### config.mk
export PLATFORM = sky130hd
export DESIGN_NAME = sorted_priority_queue
export DESIGN_NICKNAME = d
export VERILOG_FILES = /design/src/rtl/core/spq_pkg.sv /design/src/rtl/core/spq_cell.sv /design/src/rtl/core/sorted_priority_queue.sv
export SDC_FILE = /design/constraint.sdc
export NUM_CORES = 2
export LEC_CHECK = 0
export BUFFER_PORTS_ARGS = -buffer_cell sky130_fd_sc_hd__clkbuf_2
export CORE_MARGIN = 4
export CORE_UTILIZATION = 60
export CTS_CLUSTER_DIAMETER = 200
export DETAILED_ROUTE_END_ITERATION = 8
export PLACE_DENSITY_LB_ADDON = 0.25
export SYNTH_ARGS = -nofsm -noshare
export SYNTH_HDL_FRONTEND = slang
export SYNTH_SLANG_ARGS = --single-unit
### constraint.sdc
create_clock -name clk -period 6.55 [get_ports clk]
set_clock_uncertainty 0.05 [all_clocks]
set_input_delay 0.655 -clock clk [delete_from_list [all_inputs] [get_ports clk]]
set_output_delay 0.655 -clock clk [all_outputs]
set_load 0.02 [all_outputs]
### src/rtl/core/spq_pkg.sv
// ----------------------------------------------------------------------------
// spq_pkg
// Types and constants shared by the sorted priority queue cells, the top
// level and its checker.
// ----------------------------------------------------------------------------
package spq_pkg;

  localparam int KEY_BITS   = 16;
  localparam int ID_BITS    = 8;
  localparam int COUNT_BITS = 5;

  // request operations
  typedef enum logic [1:0] {
    OP_PUSH      = 2'd0,
    OP_POP_FRONT = 2'd1,
    OP_POP_BACK  = 2'd2,
    OP_REMOVE    = 2'd3
  } op_t;

  // result status codes
  typedef enum logic [1:0] {
    ST_OK    = 2'd0,
    ST_EMPTY = 2'd1,
    ST_FULL  = 2'd2
  } status_t;

  typedef logic [KEY_BITS-1:0] key_t;
  typedef logic [ID_BITS-1:0]  id_t;

  // one input item
  typedef struct packed {
    op_t  op;
    key_t entry_key;
    id_t  entry_id;
  } in_item_t;

  // one result item
  typedef struct packed {
    status_t               status;
    key_t                  front_key;
    id_t                   front_id;
    key_t                  back_key;
    id_t                   back_id;
    logic [COUNT_BITS-1:0] entry_count;
    logic                  is_empty;
  } out_item_t;

  // contents of one cell
  typedef struct packed {
    key_t key;
    id_t  id;
  } slot_t;

  // command broadcast to every cell
  typedef struct packed {
    logic en;
    op_t  op;
    key_t key;
    id_t  id;
  } cmd_t;

endpackage

### src/rtl/core/spq_cell.sv
// ----------------------------------------------------------------------------
// spq_cell
// One slot of the sorted row. Holds a key and an id and picks its next value
// from itself, the new entry or one of its two neighbors.
// ----------------------------------------------------------------------------
module spq_cell (
  input  logic           clk,
  input  spq_pkg::cmd_t  cmd,
  input  logic           valid,
  input  spq_pkg::slot_t left_slot,
  input  logic           left_le,
  input  spq_pkg::slot_t right_slot,
  input  logic           found_in,
  output spq_pkg::slot_t slot_q,
  output logic           le,
  output logic           found_out
);

  spq_pkg::slot_t slot_r;
  spq_pkg::slot_t slot_nxt;
  logic           match;

  // compare against the broadcast key and id
  assign le        = valid && (slot_r.key <= cmd.key);
  assign match     = valid && (slot_r.id == cmd.id);
  assign found_out = found_in | match;
  assign slot_q    = slot_r;

  // next value selection
  always_comb begin
    slot_nxt = slot_r;
    case (cmd.op)
      spq_pkg::OP_PUSH: begin
        if (!le) begin
          if (left_le) begin
            slot_nxt.key = cmd.key;
            slot_nxt.id  = cmd.id;
          end else begin
            slot_nxt = left_slot;
          end
        end
      end
      spq_pkg::OP_POP_FRONT: slot_nxt = right_slot;
      spq_pkg::OP_POP_BACK:  slot_nxt = slot_r;
      spq_pkg::OP_REMOVE: begin
        if (found_out) slot_nxt = right_slot;
      end
      default: slot_nxt = slot_r;
    endcase
  end

  // payload register, no reset
  always_ff @(posedge clk) begin
    if (cmd.en) slot_r <= slot_nxt;
  end

endmodule

### src/rtl/core/sorted_priority_queue.sv
// ----------------------------------------------------------------------------
// sorted_priority_queue
// Stable sorted queue of up to DEPTH key/id entries built as a row of cells.
// ----------------------------------------------------------------------------
// The queue takes one item per clock cycle and returns its result in the cycle
// after acceptance from an output register; in_stall rises only while a
// result waits and out_stall is high. Every cell updates in the same cycle:
// a push opens a gap after the last entry with a key not above the new one,
// pop front and remove by id close a gap by shifting from the right, pop back
// only lowers the count. The clock period is set by the id-match carry that
// ripples through the row of cells for remove by id. Entries beyond the count
// are never shown, so the cells need no clearing after reset.
module sorted_priority_queue #(
  parameter int DEPTH = 16
) (
  input  logic                clk,
  input  logic                rst_n,
  input  logic                in_valid,
  output logic                in_stall,
  input  spq_pkg::in_item_t   in_item,
  output logic                out_valid,
  input  logic                out_stall,
  output spq_pkg::out_item_t  out_item
);

  localparam int CW    = $clog2(DEPTH + 1);
  localparam int CNT_W = spq_pkg::COUNT_BITS;

  logic             in_accept;
  logic [CW-1:0]    count_r;
  logic [CW-1:0]    count_nxt;
  logic             out_valid_r;
  spq_pkg::status_t status_r;
  spq_pkg::status_t status_nxt;
  spq_pkg::cmd_t    cmd;
  logic             is_full;
  logic             is_empty;

  spq_pkg::slot_t   cell_q   [DEPTH];
  logic             cell_le  [DEPTH];
  logic             found_c  [DEPTH+1];

  assign in_stall  = out_valid_r & out_stall;
  assign in_accept = in_valid & ~in_stall;
  assign is_full   = (count_r == CW'(DEPTH));
  assign is_empty  = (count_r == '0);

  // status of the item at the head of the input channel
  always_comb begin
    status_nxt = spq_pkg::ST_OK;
    count_nxt  = count_r;
    case (in_item.op)
      spq_pkg::OP_PUSH: begin
        if (is_full) status_nxt = spq_pkg::ST_FULL;
        else count_nxt = count_r + CW'(1);
      end
      spq_pkg::OP_POP_FRONT, spq_pkg::OP_POP_BACK: begin
        if (is_empty) status_nxt = spq_pkg::ST_EMPTY;
        else count_nxt = count_r - CW'(1);
      end
      spq_pkg::OP_REMOVE: begin
        if (!found_c[DEPTH]) status_nxt = spq_pkg::ST_EMPTY;
        else count_nxt = count_r - CW'(1);
      end
      default: status_nxt = spq_pkg::ST_OK;
    endcase
  end

  // broadcast command, only items that succeed touch the cells
  always_comb begin
    cmd.en  = in_accept && (status_nxt == spq_pkg::ST_OK);
    cmd.op  = in_item.op;
    cmd.key = in_item.entry_key;
    cmd.id  = in_item.entry_id;
  end

  assign found_c[0] = 1'b0;

  // row of cells
  for (genvar i = 0; i < DEPTH; i++) begin : g_cell
    spq_pkg::slot_t left_slot;
    spq_pkg::slot_t right_slot;
    logic           left_le;

    if (i == 0) begin : g_first
      assign left_slot = cell_q[0];
      assign left_le   = 1'b1;
    end else begin : g_mid
      assign left_slot = cell_q[i-1];
      assign left_le   = cell_le[i-1];
    end

    if (i == DEPTH - 1) begin : g_last
      assign right_slot = cell_q[i];
    end else begin : g_inner
      assign right_slot = cell_q[i+1];
    end

    spq_cell u_cell (
      .clk        (clk),
      .cmd        (cmd),
      .valid      (CW'(i) < count_r),
      .left_slot  (left_slot),
      .left_le    (left_le),
      .right_slot (right_slot),
      .found_in   (found_c[i]),
      .slot_q     (cell_q[i]),
      .le         (cell_le[i]),
      .found_out  (found_c[i+1])
    );
  end

  // count, result valid and status registers
  always_ff @(posedge clk) begin
    if (!rst_n) begin
      count_r     <= '0;
      out_valid_r <= 1'b0;
      status_r    <= spq_pkg::ST_OK;
    end else begin
      if (in_accept) begin
        count_r     <= count_nxt;
        out_valid_r <= 1'b1;
        status_r    <= status_nxt;
      end else if (!out_stall) begin
        out_valid_r <= 1'b0;
      end
    end
  end

  // result fields from the settled cell row
  always_comb begin
    out_item             = '0;
    out_item.status      = status_r;
    out_item.entry_count = CNT_W'(count_r);
    out_item.is_empty    = is_empty;
    if (!is_empty) begin
      out_item.front_key = cell_q[0].key;
      out_item.front_id  = cell_q[0].id;
      for (int i = 0; i < DEPTH; i++) begin
        if (CW'(i) == count_r - CW'(1)) begin
          out_item.back_key = cell_q[i].key;
          out_item.back_id  = cell_q[i].id;
        end
      end
    end
  end

  assign out_valid = out_valid_r;

endmodule

==> impl_metrics.py <==
metrics = {
    "cells_and_area": {
        "fill_cells": 4174,
        "postLayoutCoreUtil_pct": 67.0,
        "regArea_um2": 11700,
        "syn2layout_area_growth_pct": 9.65,
        "final_cells": 4115,
        "multi_input_area_um2": 19100,
        "layout_common_cells": "nand2_1 (384), edfxtp_1 (384), o21ai_0 (298)",
        "drive_gt1_share_pct": 10.0,
        "fin_nets": 3694,
    },
    "job": {
        "max_cap_violations": 0,
    },
    "synthesis": {
        "synth.net_count": 3701,
        "synth_ff_type": "edfxtp_1",
        "syn_area_um2": 31600,
        "synth_async_sr_flop_share_pct": 0,
        "synth-seq-cells": 392,
        "synth_area_per_cell_um2": 9.28,
        "synth_seq_area_share_pct": 37.0,
        "synth_edf_count": 384,
        "synth_warnings": 0,
        "synthDistinctLibCells": 84,
        "syn_inst": 3404,
    },
    "worst_setup_path": {
        "required_ns": 5.84,
        "crit_path_start_kind": "flop",
        "crit_arrival_ns": 5.68,
        "critPathTopFamily": "compound AO/OA/AOI/OAI gates",
        "crit_chain": "inv_1 > ha_1 > nor3b_2 > xor2_2 > nor2_1 > buf_4 > o21ai_1 > nand2_1 > a2111oi_0 > o21ai_0 > clkbuf_2",
        "reg2regPathDepth": 11,
        "critical_path_class": "reg2out",
        "endpoint_kind": "output port",
        "r2r_start": "count_r[0]",
        "reg2reg_to": "g_cell[11].u_cell.slot_q[13]",
        "crit_buf_inv": 3,
        "startpoint": "count_r[0]",
        "cpPeakStageDelay_ns": 1.02,
        "path_depth": 11,
        "cpMaxStageDelayCell": "a2111oi_0",
        "endpoint": "out_item[17]",
        "regToRegSetupSlack_ns": 0.68,
        "path_max_fanout": 15,
    },
    "timing": {
        "finalSetupViolations": 0,
        "relSlewSlack_pct": 2.75,
        "rsz0062_at_grt": "no",
        "min_period_ns": 6.39,
        "tightest_slew_ns": 1.44,
        "drv_slew": 0,
        "tns_ns": 0,
        "finalHoldViolCount": 0,
        "whs_ns": 0.250,
        "fin_crit_sh_pct": 97.5,
        "max_freq_ghz": 0.157,
    },
    "detailed_routing": {
        "drc": 0,
        "vias": 30500,
        "antenna_left": 0,
        "detail_route.wirelength_um": 129000,
        "dr.pass1.iters": 7,
        "routedWlPerCell_um": 31.3,
        "routed_via_density": 7.41,
        "drt_iter0_markers": 4765,
    },
    "pwr": {
        "p_per_area_nw_per_um2": 299,
        "p_total_mw": 10.4,
        "leakage_nw": 13.4,
        "ir_drop_mv": 0.208,
    },
    "floorplanning": {
        "die_height_um": 237,
        "core_um2": 51700,
        "die_w_um": 237,
        "ios": 88,
        "die_area_um2": 56400,
        "initial_utilization_pct": 61.1,
        "std_cell_rows": 83,
    },
    "clock_tree": {
        "cts_buffer_depth": 3,
        "cts_made_buffers": 46,
        "cts.sinks": 392,
        "post_cts_resize_count": 0,
        "cts_tree": "yes",
        "cts_setup_buffers": 0,
        "ctsHtreeMaxLevel": 2,
        "cts-root-buf": "clkbuf_16",
        "clock_latency_ns": 0.61,
        "cts_hold_buf": 0,
        "clkTransAtPathRegs_ns": 0.06,
    },
    "global_route": {
        "gr-usage-met1_pct": 60.2,
        "grt_pass1_vias": 29100,
        "grt_max_degree": 152,
        "grt_overflow": 0,
        "use_met3_pct": 9.77,
        "top_usage_layer": "met2",
        "use_met2_pct": 65.5,
        "grtUsageTotal_pct": 44.0,
        "antenna_found_initial": 2,
        "grt_pass1_wl_um": 189000,
    },
    "placement": {
        "dp_hpwl_um": 93800,
        "io_buffers": 87,
        "gp_congestion": 1.07,
        "dp.cells": 4029,
    },
    "outcome": {
        "status": "completed",
    },
    "min_path": {
        "min-delay-path-class": "in2reg",
    },
}
==> flip-flops by register name, indices dropped and copies added (netlist names) <==
name / count
count_r: 5
g_cell.u_cell.slot_q: 384
out_valid: 1
status_r: 2
==> per-stage QoR <==
step,setup slack (ns),area [um2]
4_1_cts,0.410,34600
3_3_place_gp,1.13,33100
6_report,0.161,34600
2_1_floorplan,1.35,31600
3_5_place_dp,0.902,33100
5_1_grt,0.0891,34600
==> worst min-delay path by stage <==
stage                start           to  slack [ns]  cells after the start
6_report          in_valid    out_valid        0.25                      2
5_1_grt           in_valid    out_valid        0.27                      2
4_1_cts           in_valid    out_valid        0.24                      2
3_5_place_dp   status_r[1]  status_r[1]        0.44                      2
3_3_place_gp   status_r[1]  status_r[1]        0.41                      2
2_1_floorplan  status_r[1]  status_r[1]        0.49                      2
==> where the power goes <==
group	total [mW]	internal, mW	switching, mW
sequential	3.50	3.13	0.366
clock	2.69	1.56	1.13
combinational	4.18	1.41	2.78
total	10.4	6.10	4.27
==> cell type report <==
cell class	count	share of cell area, %
multi-input combinational	2713	55.1
sequential	392	33.8
timing repair buffer	195	3.74
clock buffer	59	3.65
tap	680	2.46
clock inverter	26	0.762
inverter	49	0.531
antenna	1	0.00722
==> cells by family (layout without fill, tap and decap cells) <==
family          after synthesis  after routing  synth area share (%)
simple gates               1066           1066                  16.0
compound gates              956            956                  19.6
flops                       392            392                  37.0
buf+inv                     299            329                  3.87
mux                         293            293                  9.37
fa+ha+maj                   267            267                  10.6
xor+xnor                    131            131                  3.63
other cells                   0              1                     0
==> cells in the mapped netlist (8+ instances only) <==
| cell type | number | area, um2 |
|---|---|---|
| edfxtp_1 | 384 | 11500 |
| nand2_1 | 384 | 1440 |
| o21ai_0 | 299 | 1500 |
| mux2i_1 | 270 | 2700 |
| ha_1 | 267 | 3340 |
| nor2_1 | 212 | 796 |
| a21oi_1 | 184 | 921 |
| clkbuf_1 | 172 | 646 |
| xnor2_1 | 99 | 867 |
| nand4_1 | 88 | 551 |
| nand3_1 | 85 | 425 |
| nor3_1 | 85 | 425 |
| o211ai_1 | 81 | 608 |
| a22oi_1 | 58 | 435 |
| buf_2 | 51 | 255 |
| and2_1 | 49 | 307 |
| inv_1 | 48 | 180 |
| o21a_1 | 41 | 308 |
| and3_1 | 36 | 225 |
| xor2_1 | 32 | 280 |
| nand2b_1 | 29 | 181 |
| nor2b_1 | 29 | 181 |
| o31a_1 | 28 | 245 |
| a211oi_1 | 27 | 203 |
| a21boi_0 | 27 | 203 |
| a21o_1 | 26 | 195 |
| nor4_1 | 26 | 163 |
| a221oi_1 | 24 | 210 |
| mux2_2 | 23 | 259 |
| a31oi_1 | 22 | 138 |
| buf_1 | 19 | 71.3 |
| o22ai_1 | 16 | 100 |
| or3_1 | 15 | 93.8 |
| o221ai_1 | 14 | 123 |
| o31ai_1 | 14 | 105 |
| a221o_1 | 13 | 130 |
| a211o_1 | 10 | 87.6 |
| a2111oi_0 | 8 | 70.1 |
| dfxtp_1 | 8 | 160 |
==> layer usage <==
layer  wire [um]  share of wire (%)
met1       47400                 37
met2       54800                 43
met3       17900                 14
met4        8440                6.6
met5           7             0.0054
(Power assumes the default switching activity.)
